**src/sv/assert_macros.svh**
```systemverilog
// assertion macros shared by the scanner modules
`ifndef ASSERT_MACROS_SVH
`define ASSERT_MACROS_SVH

// checked on every clock edge outside reset
`define ZLHS_ASSERT(lbl, prop) \
  lbl: assert property (@(posedge clk_i) disable iff (!rst_ni) (prop)) \
    else $error("zlhs assertion failed");

// checked on every clock edge, reset included
`define ZLHS_ASSERT_ALWAYS(lbl, prop) \
  lbl: assert property (@(posedge clk_i) (prop)) \
    else $error("zlhs assertion failed");

`endif

```
**src/sv/zlhs_pkg.sv**
```systemverilog
// types and constants of the zip local header scanner
`timescale 1ns / 1ps

package zlhs_pkg;

  localparam logic [7:0]  MARK_FIRST  = 8'h50;
  localparam logic [7:0]  MARK_SECOND = 8'h4b;
  localparam logic [15:0] TYPE_LOCAL  = 16'h0304;
  localparam logic [15:0] TYPE_EOCD   = 16'h0506;
  localparam logic [4:0]  HEADER_LEN  = 5'd26;
  localparam logic [4:0]  LEN_LO_OFS  = 5'd22;
  localparam logic [4:0]  LEN_HI_OFS  = 5'd23;

  typedef enum logic [2:0] {
    PH_SEARCH0 = 3'd0,
    PH_SEARCH1 = 3'd1,
    PH_TYPE0   = 3'd2,
    PH_TYPE1   = 3'd3,
    PH_HEADER  = 3'd4,
    PH_NAME    = 3'd5
  } phase_e;

  typedef enum logic [2:0] {
    KIND_NAME   = 3'd0,
    KIND_EMPTY  = 3'd1,
    KIND_NOARC  = 3'd2,
    KIND_BROKEN = 3'd3,
    KIND_NONE   = 3'd4
  } kind_e;

  typedef struct packed {
    logic       vld;
    kind_e      kind;
    logic [7:0] name_byte;
    logic       name_last;
  } res_t;

endpackage

```
**src/sv/zlhs_scan.sv**
```systemverilog
// scan state registers and the per-beat state update
`timescale 1ns / 1ps
`include "assert_macros.svh"

module zlhs_scan (
  input  logic             clk_i,
  input  logic             rst_ni,
  input  logic             take_i,
  input  logic [7:0]       data_byte_i,
  input  logic             end_of_stream_i,
  output zlhs_pkg::res_t   res_o
);

  zlhs_pkg::phase_e phase_q, phase_d;
  logic [4:0]  header_count_q, header_count_d;
  logic [4:0]  hdr_inc;
  logic [7:0]  type_hi_q, type_hi_d;
  logic [7:0]  len_lo_q, len_lo_d;
  logic [15:0] name_rem_q, name_rem_d;
  logic [15:0] name_rem_cur;
  logic        local_seen_q, local_seen_d;
  logic        marker_seen_q, marker_seen_d;
  zlhs_pkg::res_t res;

  always_comb begin
    phase_d        = phase_q;
    header_count_d = header_count_q;
    type_hi_d      = type_hi_q;
    len_lo_d       = len_lo_q;
    name_rem_d     = name_rem_q;
    local_seen_d   = local_seen_q;
    marker_seen_d  = marker_seen_q;
    name_rem_cur   = name_rem_q;
    hdr_inc        = header_count_q + 5'd1;
    res            = '{vld: 1'b0, kind: zlhs_pkg::KIND_NAME, name_byte: 8'd0,
                       name_last: 1'b0};

    unique case (phase_q)
      zlhs_pkg::PH_SEARCH0: begin
        if (data_byte_i == zlhs_pkg::MARK_FIRST) begin
          phase_d = zlhs_pkg::PH_SEARCH1;
        end
      end
      zlhs_pkg::PH_SEARCH1: begin
        if (data_byte_i == zlhs_pkg::MARK_SECOND) begin
          phase_d       = zlhs_pkg::PH_TYPE0;
          marker_seen_d = 1'b1;
        end else if (data_byte_i != zlhs_pkg::MARK_FIRST) begin
          phase_d = zlhs_pkg::PH_SEARCH0;
        end
      end
      zlhs_pkg::PH_TYPE0: begin
        type_hi_d = data_byte_i;
        phase_d   = zlhs_pkg::PH_TYPE1;
      end
      zlhs_pkg::PH_TYPE1: begin
        if ({type_hi_q, data_byte_i} == zlhs_pkg::TYPE_LOCAL) begin
          header_count_d = 5'd0;
          phase_d        = zlhs_pkg::PH_HEADER;
        end else begin
          if ({type_hi_q, data_byte_i} == zlhs_pkg::TYPE_EOCD && !local_seen_q) begin
            res.vld  = 1'b1;
            res.kind = zlhs_pkg::KIND_NOARC;
          end
          phase_d = zlhs_pkg::PH_SEARCH0;
        end
      end
      zlhs_pkg::PH_HEADER: begin
        if (header_count_q == zlhs_pkg::LEN_LO_OFS) begin
          len_lo_d = data_byte_i;
        end else if (header_count_q == zlhs_pkg::LEN_HI_OFS) begin
          name_rem_cur = {data_byte_i, len_lo_q};
        end
        name_rem_d     = name_rem_cur;
        header_count_d = hdr_inc;
        if (hdr_inc >= zlhs_pkg::HEADER_LEN) begin
          header_count_d = 5'd0;
          local_seen_d   = 1'b1;
          if (name_rem_cur == 16'd0) begin
            res.vld  = 1'b1;
            res.kind = zlhs_pkg::KIND_EMPTY;
            phase_d  = zlhs_pkg::PH_SEARCH0;
          end else begin
            phase_d = zlhs_pkg::PH_NAME;
            // name cut off before its first byte
            if (end_of_stream_i) begin
              res.vld  = 1'b1;
              res.kind = zlhs_pkg::KIND_EMPTY;
            end
          end
        end
      end
      zlhs_pkg::PH_NAME: begin
        res.vld       = 1'b1;
        res.kind      = zlhs_pkg::KIND_NAME;
        res.name_byte = data_byte_i;
        res.name_last = (name_rem_q <= 16'd1) || end_of_stream_i;
        name_rem_d    = name_rem_q - 16'd1;
        if (name_rem_d == 16'd0) begin
          phase_d = zlhs_pkg::PH_SEARCH0;
        end
      end
      default: begin
        phase_d = zlhs_pkg::PH_SEARCH0;
      end
    endcase

    if (end_of_stream_i) begin
      if (phase_d == zlhs_pkg::PH_TYPE0 || phase_d == zlhs_pkg::PH_TYPE1 ||
          phase_d == zlhs_pkg::PH_HEADER) begin
        res.vld  = 1'b1;
        res.kind = zlhs_pkg::KIND_BROKEN;
      end
      if (!marker_seen_d) begin
        res.vld  = 1'b1;
        res.kind = zlhs_pkg::KIND_NONE;
      end
      phase_d        = zlhs_pkg::PH_SEARCH0;
      header_count_d = 5'd0;
      type_hi_d      = 8'd0;
      len_lo_d       = 8'd0;
      name_rem_d     = 16'd0;
      local_seen_d   = 1'b0;
      marker_seen_d  = 1'b0;
    end
  end

  always_ff @(posedge clk_i or negedge rst_ni) begin
    if (!rst_ni) begin
      phase_q        <= zlhs_pkg::PH_SEARCH0;
      header_count_q <= 5'd0;
      type_hi_q      <= 8'd0;
      len_lo_q       <= 8'd0;
      name_rem_q     <= 16'd0;
      local_seen_q   <= 1'b0;
      marker_seen_q  <= 1'b0;
    end else if (take_i) begin
      phase_q        <= phase_d;
      header_count_q <= header_count_d;
      type_hi_q      <= type_hi_d;
      len_lo_q       <= len_lo_d;
      name_rem_q     <= name_rem_d;
      local_seen_q   <= local_seen_d;
      marker_seen_q  <= marker_seen_d;
    end
  end

  assign res_o = res;

  `ZLHS_ASSERT(a_eos_clears, take_i && end_of_stream_i |=> phase_q == zlhs_pkg::PH_SEARCH0 && !marker_seen_q && !local_seen_q)
  `ZLHS_ASSERT_ALWAYS(a_name_nonzero, phase_q == zlhs_pkg::PH_NAME |-> name_rem_q != 16'd0)
  `ZLHS_ASSERT_ALWAYS(a_count_in_header, header_count_q != 5'd0 |-> phase_q == zlhs_pkg::PH_HEADER)

endmodule

```
**src/sv/zip_local_header_scanner_unit.sv**
```systemverilog
// top level of the zip local header scanner: scan logic and result register
//
//  channel  direction  handshake               payload
//  in       input      in_valid_i / in_stall_o  data_byte_i, end_of_stream_i
//  out      output     out_valid_o / out_stall_i kind_o, name_byte_o, name_last_o
//
//  one byte beat is taken per cycle unless in_stall_o is high; its result, if any, shows in the next cycle
//  each byte gives at most one result beat, held in the output register
//  in_stall_o is high only while a result waits and out_stall_i is high
//  reset clears the scan state and the output valid; no clearing pass
//  the beat with end_of_stream_i set returns the scan state to its reset values
`timescale 1ns / 1ps
`include "assert_macros.svh"

module zip_local_header_scanner_unit (
  input  logic       clk_i,
  input  logic       rst_ni,
  input  logic       in_valid_i,
  output logic       in_stall_o,
  input  logic [7:0] data_byte_i,
  input  logic       end_of_stream_i,
  output logic       out_valid_o,
  input  logic       out_stall_i,
  output logic [2:0] kind_o,
  output logic [7:0] name_byte_o,
  output logic       name_last_o
);

  logic           in_take;
  logic           out_valid_q, out_valid_d;
  logic [2:0]     kind_q;
  logic [7:0]     name_byte_q;
  logic           name_last_q;
  zlhs_pkg::res_t res;

  assign in_stall_o = out_valid_q && out_stall_i;
  assign in_take    = in_valid_i && !in_stall_o;

  zlhs_scan u_scan (
    .clk_i          (clk_i),
    .rst_ni         (rst_ni),
    .take_i         (in_take),
    .data_byte_i    (data_byte_i),
    .end_of_stream_i(end_of_stream_i),
    .res_o          (res)
  );

  always_comb begin
    out_valid_d = out_valid_q;
    if (in_take) begin
      out_valid_d = res.vld;
    end else if (!out_stall_i) begin
      out_valid_d = 1'b0;
    end
  end

  always_ff @(posedge clk_i or negedge rst_ni) begin
    if (!rst_ni) begin
      out_valid_q <= 1'b0;
    end else begin
      out_valid_q <= out_valid_d;
    end
  end

  always_ff @(posedge clk_i) begin
    if (in_take && res.vld) begin
      kind_q      <= res.kind;
      name_byte_q <= res.name_byte;
      name_last_q <= res.name_last;
    end
  end

  assign out_valid_o = out_valid_q;
  assign kind_o      = kind_q;
  assign name_byte_o = name_byte_q;
  assign name_last_o = name_last_q;

  `ZLHS_ASSERT(a_zero_payload, out_valid_o && kind_o != zlhs_pkg::KIND_NAME |-> name_byte_o == 8'd0 && !name_last_o)
  `ZLHS_ASSERT(a_rose_from_take, $rose(out_valid_o) |-> $past(in_valid_i && !in_stall_o))
  `ZLHS_ASSERT(a_fell_when_taken, $fell(out_valid_o) |-> $past(!out_stall_i))

endmodule

```
**config.mk**
```make
export PLATFORM = sky130hd
export DESIGN_NAME = zip_local_header_scanner_unit
export DESIGN_NICKNAME = d
export VERILOG_FILES = /design/src/sv/zlhs_pkg.sv /design/src/sv/zlhs_scan.sv /design/src/sv/zip_local_header_scanner_unit.sv
export VERILOG_INCLUDE_DIRS = /design/src /design/src/sv
export SDC_FILE = /design/constraint.sdc
export NUM_CORES = 1
export LEC_CHECK = 0
export ABC_AREA = 1
export ABC_CLOCK_PERIOD_IN_PS = 3800
export BUFFER_PORTS_ARGS = -buffer_cell sky130_fd_sc_hd__buf_4
export CELL_PAD_IN_SITES_DETAIL_PLACEMENT = 0
export CELL_PAD_IN_SITES_GLOBAL_PLACEMENT = 1
export CORE_MARGIN = 2
export CORE_UTILIZATION = 44
export CTS_CLUSTER_DIAMETER = 120
export DETAILED_ROUTE_END_ITERATION = 8
export HOLD_SLACK_MARGIN = 0.08
export PLACE_DENSITY_LB_ADDON = 0.3
export SYNTH_ARGS = -nofsm -noshare
export SYNTH_HDL_FRONTEND = slang
export SYNTH_SLANG_ARGS = --single-unit
```
**constraint.sdc**
```tcl
create_clock -name clk_i -period 3.8 [get_ports clk_i]
set_clock_uncertainty 0.15 [all_clocks]
set_input_delay 0 -clock clk_i [delete_from_list [all_inputs] [get_ports clk_i]]
set_output_delay 0 -clock clk_i [all_outputs]
set_load 0.03 [all_outputs]
```
# ---- After elaboration in Yosys (flattened, before gate mapping)
# Index checks and enable logic that the tools add are counted.
dict set report word_totals {
  reg_bits 55
  input_bits 13
  output_inout_bits 14
  word_cells 95
}
dict set report op_classes {
  add_sub_neg 2
  magnitude_cmp 2
  eq_ne 17
  muxes 40
  reduce_logical 23
}
# cell n
set ops {}
lappend ops {{$mux 16} 4}
lappend ops {{$mux 8} 5}
lappend ops {{$logic_not 16->1} 2}
lappend ops {{$mux 4} 8}
lappend ops {{$pmux 16 s2} 1}
lappend ops {{$mux 3} 8}
lappend ops {{$pmux 3 s6} 1}
lappend ops {{$eq 16x10->1 const B} 1}
lappend ops {{$eq 16x11->1 const B} 1}
lappend ops {{$eq 8x7->1 const B} 2}
lappend ops {{$le 16x1->1 const B} 1}
lappend ops {{$sub 16x1->16 const B} 1}
lappend ops {{$mux 5} 3}
lappend ops {{$eq 3x2->1 const B} 4}
lappend ops {{$pmux 4 s3} 1}
lappend ops {{$eq 5x5->1 const B} 2}
lappend ops {{$pmux 5 s2} 1}
lappend ops {{$eq 3x3->1 const B} 3}
lappend ops {{$reduce_and 3->1} 3}
lappend ops {{$mux 1} 8}
lappend ops {{$ne 8x7->1 const B} 1}
lappend ops {{$reduce_bool 2->1} 4}
lappend ops {{$reduce_bool 3->1} 2}
lappend ops {{$add 5x1->5 const B} 1}
lappend ops {{other kinds (9)} 16}

# ---- Longest topological paths before layout
# Gate-level depths: netlist of the first run.
dict set report depth {
  word_depth 15
  depth_mapped 20
  depth_no_buf 19
}

# ---- Modules after synthesis
# From an unflattened synthesis of the first run, not the netlist that was laid out.
dict set report unflattened {
  cells_unflattened 460
  hier_area_um2 3333.2
}
# module instances cells_each area_each_um2 seq_area_each_um2
set modules_own_cells {}
lappend modules_own_cells {zlhs_scan 1 439 2909.0 1051.0}
lappend modules_own_cells {zip_local_header_scanner_unit 1 21 424.2 385.4}

# ---- Worst setup path before layout of the first run
# No wires, ideal clock.
dict set report synth_timing {
  path_type {reg2reg}
  from {register u_scan.header_count_q[0]}
  to {register kind_q[0], in the netlist kind_o[0] (enable)}
  setup_ps 344
  arrival_time_ps 2246
  required_time_ps 3306
  slack_ps 1060
  path_stages_with_launch 21
  path_buffers 1
  period_less_slack_ps 2740
  cell_sequence {dfrtp_1 -> inv_1 -> ha_1 -> nor2_4 -> nand2_4 -> buf_6 -> nand2_1 -> nand2_1 -> nor2_1 -> nand2_1 -> nor2_2 -> nand2_1 -> nand2_1 -> nand2_1 -> nor2_2 -> nand2_1 -> nand2_1 -> nand2_1 -> nand2_1 -> nand2_1 -> inv_1}
}
dict set report synth_via {
  elab_chain_len 15
  word_cells_on_any_way 23
  cone_classes {1 x add/sub; 1 x order compare; 5 x eq/ne; 12 x mux; 4 x reduce/logical}
}
# item line
set synth_rtl {}
lappend synth_rtl {{start: declaration} zlhs_scan.sv:15} ;# logic [4:0] header_count_q, header_count_d;
lappend synth_rtl {{start signal: assignment} zlhs_scan.sv:139} ;# header_count_q <= header_count_d;
lappend synth_rtl {{branches (longest 13 deep; another with $add 5x1->5)} n/a}
lappend synth_rtl {{$mux 4 (*)} zlhs_scan.sv:108} ;# if (end_of_stream_i) begin
lappend synth_rtl {{$logic_and 1x1->1 (*)} zip_local_header_scanner_unit.sv:66} ;# if (in_take && res.vld) begin
lappend synth_rtl {{end signal: assignment} zip_local_header_scanner_unit.sv:67} ;# kind_q <= res.kind;
lappend synth_rtl {{end: declaration} zip_local_header_scanner_unit.sv:31} ;# logic [2:0] kind_q;
# Mark *: on every way between the ends. The select of a mux whose other input is x is not followed.
# A chain may end at the register's enable or synchronous reset.

# ---- Worst setup path in the final report of the first run
dict set report layout_timing {
  from {register u_scan.name_rem_q[0]}
  to {register name_byte_q[6], in the netlist name_byte_o[6] (enable)}
}
dict set report layout_via {
  elab_chain_len 14
  word_cells_on_any_way 22
  cone_classes {1 x add/sub; 3 x eq/ne; 13 x mux; 5 x reduce/logical}
}
# item line
set layout_rtl {}
lappend layout_rtl {{start: declaration} zlhs_scan.sv:19} ;# logic [15:0] name_rem_q, name_rem_d;
lappend layout_rtl {{start signal: assignment} zlhs_scan.sv:142} ;# name_rem_q <= name_rem_d;
lappend layout_rtl {{branches (longest 12 deep; another with $sub 16x1->16)} n/a}
lappend layout_rtl {{$mux 4 (*)} zlhs_scan.sv:108}
lappend layout_rtl {{$logic_and 1x1->1 (*)} zip_local_header_scanner_unit.sv:66}
lappend layout_rtl {{end signal: assignment} zip_local_header_scanner_unit.sv:68} ;# name_byte_q <= res.name_byte;
lappend layout_rtl {{end: declaration} zip_local_header_scanner_unit.sv:32} ;# logic [7:0] name_byte_q;
# Marks and branches as above.

==> impl_results.md, run 1 <==
* Worst-path fanout max at 12
* Final setup fails at 0
* Synthesis-to-finish area growth at 15.2%
* Wire length per cell at 15.2 um
* Die Wd at 92.3 um
* CP endpoint kind: flop
* First-pass GRT wire length at 15.8 mm
* Reg2reg setup slack at 0.49 ns
* Cells after Synth at 485
* Post-route setup slack at 0.490 ns
* Syn nets at 504
* # IOs at 27
* Die height at 92.3 um
* Syn Area/Cell at 7.07 um^2
* FF-to-FF Start: u_scan.name_rem_q[0]$_DFFE_PN0P_
* GRT Total Usage at 23.6%
* Pwr per Cell Area at 321 nW/um^2
* Fin nets at 541
* Placer congestion estimate at 0.896
* Total clock sinks at 55
* Deepest clock path buffer count at 2
* Area contributors post-synth: dfrtp_1 (31%), nand2_1 (12%), edfxtp_1 (11%), nor2_1 (9.6%), inv_1 (7.4%)
* Core Box Area at 7650 um^2
* Leading cell type in the layout, fill and taps excluded: nand2_1
* Slew Limit Headroom at 39.3%
* H-tree Lvls at 2
* Max_cap viols at 0
* Num rows at 32
* Root Buffer: clkbuf_8
* Reg-to-reg endpoint: name_byte_o[6]$_SDFFCE_PN0P_
* Die footprint at 8510 um^2
* Drt pass-1 iters at 5
* Maximum vdd drop at 0.178 mV
* Clk slew on worst S/H paths at 0.10 ns
* CP endpoint: name_byte_o[6]$_SDFFCE_PN0P_
* Critical Path RT at 3.62 ns
* Synth area leader: dfrtp_1
* Largest net degree at the start of global routing at 44
* Vias per inst at 5.19
* Most frequent cells in the layout: nand2_1 (110), nor2_1 (88), inv_1 (68), dfrtp_1 (43), o21ai_0 (40)
* Post-Route WL at 9.47 mm
* Tmin final at 3.31 ns
* Register bit total from synthesis at 55
* CP startpoint kind: flop
* P_leak at 1.93 nW
* Drt first-iter violations at 172
* Slew @ Worst Pin at 0.907 ns
* Final worst-path cycle share at 87.1%
* Number of I/O port buffers at 26
* Ant diodes at 0
* Layout cells sized above 1 at 10.1%
* CTS tree: done
* Setup tns final at 0 ns
* Crit path arrival time at 3.13 ns
* Post-synthesis cell area at 3430 um^2
* Dpl ws at 0.545 ns
* Vias in the first global route at 3,284
* Fin. Hold Viols at 0
* DP HPWL at 7.18 mm
* Setup CP Type: reg -> reg
* Post-cts repair resize count at 0
* Sequential fraction of the synthesis area at 41.9%
* Type of the worst min-delay path: in -> async
* Worst-Skew Late Latency at 0.31 ns
* Total global routing overflow at 0
* Initial Util at 44.8%
* Top-area cell type share of the netlist area at 31.4%
* Routed Antenna Nets at 0
* CTS buffer count at 5
* Worst setup path startpoint: u_scan.name_rem_q[0]$_DFFE_PN0P_
* Slew Limit Fails at 0
* Post-synth cell types at 35
* Status: finished clean
* Initial antenna violation count at 0
* RSZ-0062 raised after global routing: false
* Vias at 3,243
* FF-to-FF path depth at 18
* Drt drc at 0
* F_max at 302 MHz
* Yosys warns at 0
==> state kept, by name (all words and copies together) (netlist names), 3 cells and up <==
register and flops:
u_scan.len_lo_q 8, u_scan.type_hi_q 8, u_scan.name_rem_q 16, kind_o 3
u_scan.phase_q 3, u_scan.header_count_q 5, name_byte_o 8
==> layout make-up <==
cell class,count,area [um^2]
Inverter,70,263
Fill cell,771,3700
Clock buffer,6,82.6
Sequential cell,55,1440
Clock inverter,2,35.0
Tap cell,102,128
Timing Repair Buffer,41,338
Multi-Input combinational cell,349,1670
==> per-stage QoR <==
stage	hold WS, ns	power [mW]	utilization, %	std cells	cell area [um^2]
final	0.0671	1.27	51.6	625	3950
after global routing	0.125	1.32	51.6	625	3950
after CTS	0.0916	1.27	51.6	625	3950
after detailed placement	-0.111	0.852	48.5	605	3710
after global placement	-0.113	0.848	48.5	605	3710
after floorplan	-0.446	0.781	-	485	3430
==> routing by layer <==
layer | global-route usage (%) | vias up | part of all wire (%)
li1 | - | 1640 | -
met1 | 30.5 | 1489 | 45
met2 | 40.7 | 99 | 49
met3 | 3.53 | 15 | 4.2
met4 | 7.46 | 0 | 1.9
met5 | 0 | - | 0
==> power by group <==
group	total [mW]	internal [mW]	switching, mW
combinational	0.192	0.0666	0.125
clock	0.416	0.214	0.202
sequential	0.658	0.642	0.0167
total	1.27	0.922	0.344
==> worst max-delay path: stages (launching register included) <==
cell and delay, ns:
dfrtp_1 0.44, inv_1 0.15, ha_1 0.24, nand2_1 0.17
nor2_1 0.28, nor2_1 0.09, nor2_1 0.15, nand2_1 0.07
nor2_1 0.09, nand3_1 0.08, nor2_1 0.17, nor2_1 0.08
nor2_2 0.12, nand2_1 0.09, nand2_1 0.06, nand2_1 0.06
nand2_1 0.06, nand2_1 0.06, inv_1 0.36
==> worst min-delay path by stage <==
| stage | from | slack, ns | to | cells after the start |
|---|---|---|---|---|
| final | rst_ni | 0.07 | u_scan.name_rem_q[5]$_DFFE_PN0P_ | 2 |
| after global placement | rst_ni | -0.11 | u_scan.name_rem_q[13]$_DFFE_PN0P_ | 1 |
| after detailed placement | rst_ni | -0.11 | u_scan.name_rem_q[5]$_DFFE_PN0P_ | 1 |
| after CTS | rst_ni | 0.09 | u_scan.name_rem_q[5]$_DFFE_PN0P_ | 2 |
| after floorplan | rst_ni | -0.45 | out_valid_o$_DFFE_PN0P_ | 0 |
| after global routing | rst_ni | 0.13 | u_scan.name_rem_q[5]$_DFFE_PN0P_ | 2 |
==> logic make-up (layout without fill, tap and decap cells) <==
group                      count (synthesis)  after routing  synth area share (%)
and+or+nand+nor                          257            257                  31.6
buffers and inverters                     81            119                  9.46
AOI/OAI and AO/OA                         78             78                  12.4
DFF                                       55             55                  41.9
adders and majority gates                  6              6                  2.19
muxes                                      5              5                  1.64
xor gates and xnor gates                   3              3                 0.767
==> synth_stat cells <==
library cell  instances
clkinv_1              1
o22ai_1              17
buf_2                 1
xnor2_1               1
and3_1                1
nor2_4                2
dfrtp_1              43
xor2_1                2
nand2_4               1
nand2_1             110
inv_2                 1
clkbuf_1              6
a31oi_1               1
edfxtp_1             12
nor2_2                4
nor3_1               10
buf_4                 1
o211ai_1              2
nor4_1                2
nand3b_1              1
o2111ai_1             1
nor2_1               88
inv_1                68
nand3_2               1
o221ai_1              1
a21oi_1               7
o21ai_0              40
buf_6                 2
ha_1                  6
nand3_1              29
buf_1                 1
nand4_1               6
mux2_2                5
nand2_2               2
o21ai_1               9
==> repair_timing <==
action | in CTS | in global routing
hold endpoints to repair | 69 | 0
setup buffers | 0 | 0
hold buffers | 12 | 0
Power figures use the tool's default switching activity.
==> inputs of run 2 (changes only) <==
- ABC_AREA: 1 -> not set
- CORE_UTILIZATION: 44 -> 48
- CTS_BUF_LIST: not set -> sky130_fd_sc_hd__clkbuf_8
==> run 2 against run 1 <==
Cell count decreased by 24%. Die area decreased by 11%. Design area decreased by 3.2%. Core utilization increased by 4.9 points. Count of clock-buffer cells in the layout decreased by 1. Maximum frequency decreased by 3.4%. Sequential share of layout area increased by 1.2 points. Combinational power decreased by 6%. Largest power group unchanged. Worst hold slack about the same. Wire length decreased by 6.5%. Non-clock buffer count increased by 5. Total power decreased by 5.7%.
==> impl_results.md, run 2 <==
* Status: finished clean
* CP endpoint kind: flop
* Final worst-path cycle share at 90.2% (+3.1 points)
* RSZ-0062 raised after global routing: false
* Filler cells at 629 (-18%)
* CTS tree: done
* Post-synthesis cell area at 3320 um^2 (-3.0%)
* Setup CP Type: reg -> reg
* Vias in the first global route at 2,846 (-13%)
* Die height at 87.2 um (-5.5%)
* Post-synth EDFFs at 12 (unchanged)
* Core Box Area at 6760 um^2 (-12%)
* Top-area cell type share of the netlist area at 32.4% (+0.97 points)
* Post-cts repair resize count at 0 (unchanged)
* Clk slew on worst S/H paths at 0.11 ns (about the same)
* Top FF cell, synth: dfrtp_1
* DP HPWL at 6.28 mm (-12%)
* DP Area at 3590 um^2 (-3.3%)
* Wire length per cell at 18.6 um (+22%)
* Synth area leader: dfrtp_1
* Post-route cell area at 3820 um^2 (-3.2%)
* Non-filler cells in the finished layout at 477 (-24%)
* Design Power at 1.19 mW (-5.7%)
* H-tree Lvls at 2 (unchanged)
* Num rows at 30 (-6.3%)
* Worst-path fanout max at 12 (unchanged)
* Reg-to-reg endpoint: kind_o[1]$_DFFE_PP_
* Root Buffer: clkbuf_8
* Max reg flops at 16 (unchanged)
* FF-to-FF Start: u_scan.name_rem_q[4]$_DFFE_PN0P_
* Number of I/O port buffers at 26 (unchanged)
* Post-synth top cells: dfrtp_1 (43), nand2_1 (35), o21ai_0 (30)
* Post-synth cell types at 63 (+80%)
* Drt drc at 0 (unchanged)
* Initial antenna violation count at 0 (unchanged)
* Crit path arrival time at 3.24 ns (+0.11 ns)
* Drt pass-1 iters at 5 (unchanged)
* Reg2reg setup slack at 0.37 ns (-0.12 ns)
* Largest net degree at the start of global routing at 44 (unchanged)
* Synthesis-to-finish area growth at 14.9%
* Slew @ Worst Pin at 1.22 ns (+0.315 ns)
* Vias per inst at 6.27 (+21%)
* Fin. Hold Viols at 0 (unchanged)
* F_max at 292 MHz (-3.4%)
* Cells after Synth at 362 (-25%)
* Type of the worst min-delay path: in -> async
* Vias at 2,989 (-7.8%)
* GRT Total Usage at 25.1% (+1.5 points)
* Max_cap viols at 0 (unchanged)
* First-pass GRT wire length at 14.6 mm (-7.3%)
* Post-CTS Setup Inserts at 0 (unchanged)
* Die Wd at 87.2 um (-5.5%)
* # IOs at 27 (unchanged)
* Area contributors post-synth: dfrtp_1 (32%), edfxtp_1 (11%), o21ai_0 (4.5%), nand2_1 (4.0%), mux2_2 (3.4%)
* Setup tns final at 0 ns (unchanged)
* P_leak at 1.64 nW (-15%)
* Most common cell in the netlist: dfrtp_1
* Asr flop ratio synth at 78.2% (unchanged)
* CP startpoint kind: flop
* Sequential fraction of the synthesis area at 43.2% (+1.3 points)
* Total global routing overflow at 0 (unchanged)
* Pwr per Cell Area at 312 nW/um^2 (-2.6%)
* Fin nets at 415 (-23%)
* Post-Route WL at 8.86 mm (-6.5%)
* Die footprint at 7610 um^2 (-11%)
* Placer congestion estimate at 0.866 (-3.3%)
* Layout cells sized above 1 at 14.9% (+4.7 points)
* Slew Limit Headroom at 17.7% (-22 points)
* Routed Antenna Nets at 0 (unchanged)
* Reg with most FFs: u_scan.name_rem_q
* Yosys warns at 0 (unchanged)
* Tmin final at 3.43 ns (+0.116 ns)
* Total clock sinks at 55 (unchanged)
* Critical Path RT at 3.62 ns (about the same)
* FF-to-FF path depth at 6 (-12)
* CTS buffer count at 5 (unchanged)
* Final setup fails at 0 (unchanged)
* Initial Util at 49.2% (+4.4 points)
* Deepest clock path buffer count at 2 (unchanged)
* Most frequent cells in the layout: dfrtp_1 (43), nand2_1 (35), buf_4 (32), o21ai_0 (30), nor2_1 (28)
* Syn Area/Cell at 9.18 um^2 (+30%)
* Placed Cells at 455 (-25%)
* Register bit total from synthesis at 55 (unchanged)
* Ant diodes at 0 (unchanged)
* Worst-Skew Late Latency at 0.32 ns (about the same)
* Leading cell type in the layout, fill and taps excluded: dfrtp_1
* Syn nets at 381 (-24%)
* Drt first-iter violations at 236 (+37%)
* Worst setup path startpoint: u_scan.name_rem_q[4]$_DFFE_PN0P_
* Maximum vdd drop at 0.173 mV (-3.2%)
* Slew Limit Fails at 0 (unchanged)
==> run 2: final cells by class <==
| cell class | instances | area [um^2] | area share [%] |
|---|---|---|---|
| inverters | 10 | 37.5 | 0.982 |
| well taps | 80 | 100 | 2.62 |
| multi-input cells | 278 | 1780 | 46.5 |
| clock inverters | 3 | 22.5 | 0.589 |
| repair buffers | 46 | 380 | 9.95 |
| clock buffers | 5 | 68.8 | 1.80 |
| flip-flops and latches | 55 | 1440 | 37.6 |
==> run 2: worst max-delay path by stage <==
stage	endpoint	depth (start not counted)
6_report	kind_o[1]$_DFFE_PP_	6
4_1_cts	kind_o[1]$_DFFE_PP_	6
2_1_floorplan	kind_o[1]$_DFFE_PP_	9
3_5_place_dp	name_byte_o[2]$_SDFFCE_PN0P_	6
5_1_grt	kind_o[1]$_DFFE_PP_	6
3_3_place_gp	name_byte_o[7]$_SDFFCE_PN0P_	6
==> run 2: stage by stage <==
stage	util (%)	setup WS (ns)	hold slack (ns)
floorplan	-	0.851	-0.446
global placement	53.1	0.561	-0.108
detailed placement	53.1	0.457	-0.103
CTS	56.6	0.430	0.0933
global route	56.6	0.185	0.132
finish	56.6	0.374	0.0676
==> run 2: repair_timing <==
| item | 4_1_cts | 5_1_grt |
|---|---|---|
| setup endpoints to repair | 0 | 0 |
| hold buffers | 14 | 0 |
| hold endpoints to repair | 79 | 0 |
==> run 2: critical path, stage by stage, from the launching register on <==
cell	delay [ns]
dfrtp_1	0.51
nor4_2	0.74
nand4_1	0.28
a2bb2oi_1	0.23
o41a_1	0.47
o21ai_0	0.21
and2_1	0.50
==> run 2: cells by family after synthesis <==
logic type      after synthesis  synth area share, %
fa+ha+maj                     6                 2.26
mux                          17                 5.50
flops                        55                 43.2
xor+xnor                      2                0.527
simple gates                150                 23.6
compound gates              103                 21.4
buf+inv                      29                 3.54
==> run 2: power breakdown <==
| part | switching (mW) | total, mW | internal, mW |
|---|---|---|---|
| sequential | 0.0285 | 0.668 | 0.640 |
| combinational | 0.107 | 0.181 | 0.0739 |
| clock | 0.212 | 0.344 | 0.133 |
==> run 2: layer usage <==
| layer | vias up | track usage [%] | wire length (um) |
|---|---|---|---|
| li1 | 1414 | - | - |
| met1 | 1445 | 33.9 | 3950 |
| met2 | 113 | 39.9 | 4120 |
| met3 | 17 | 5.59 | 600 |
| met4 | 0 | 8.95 | 189 |
| met5 | - | 0 | 0 |
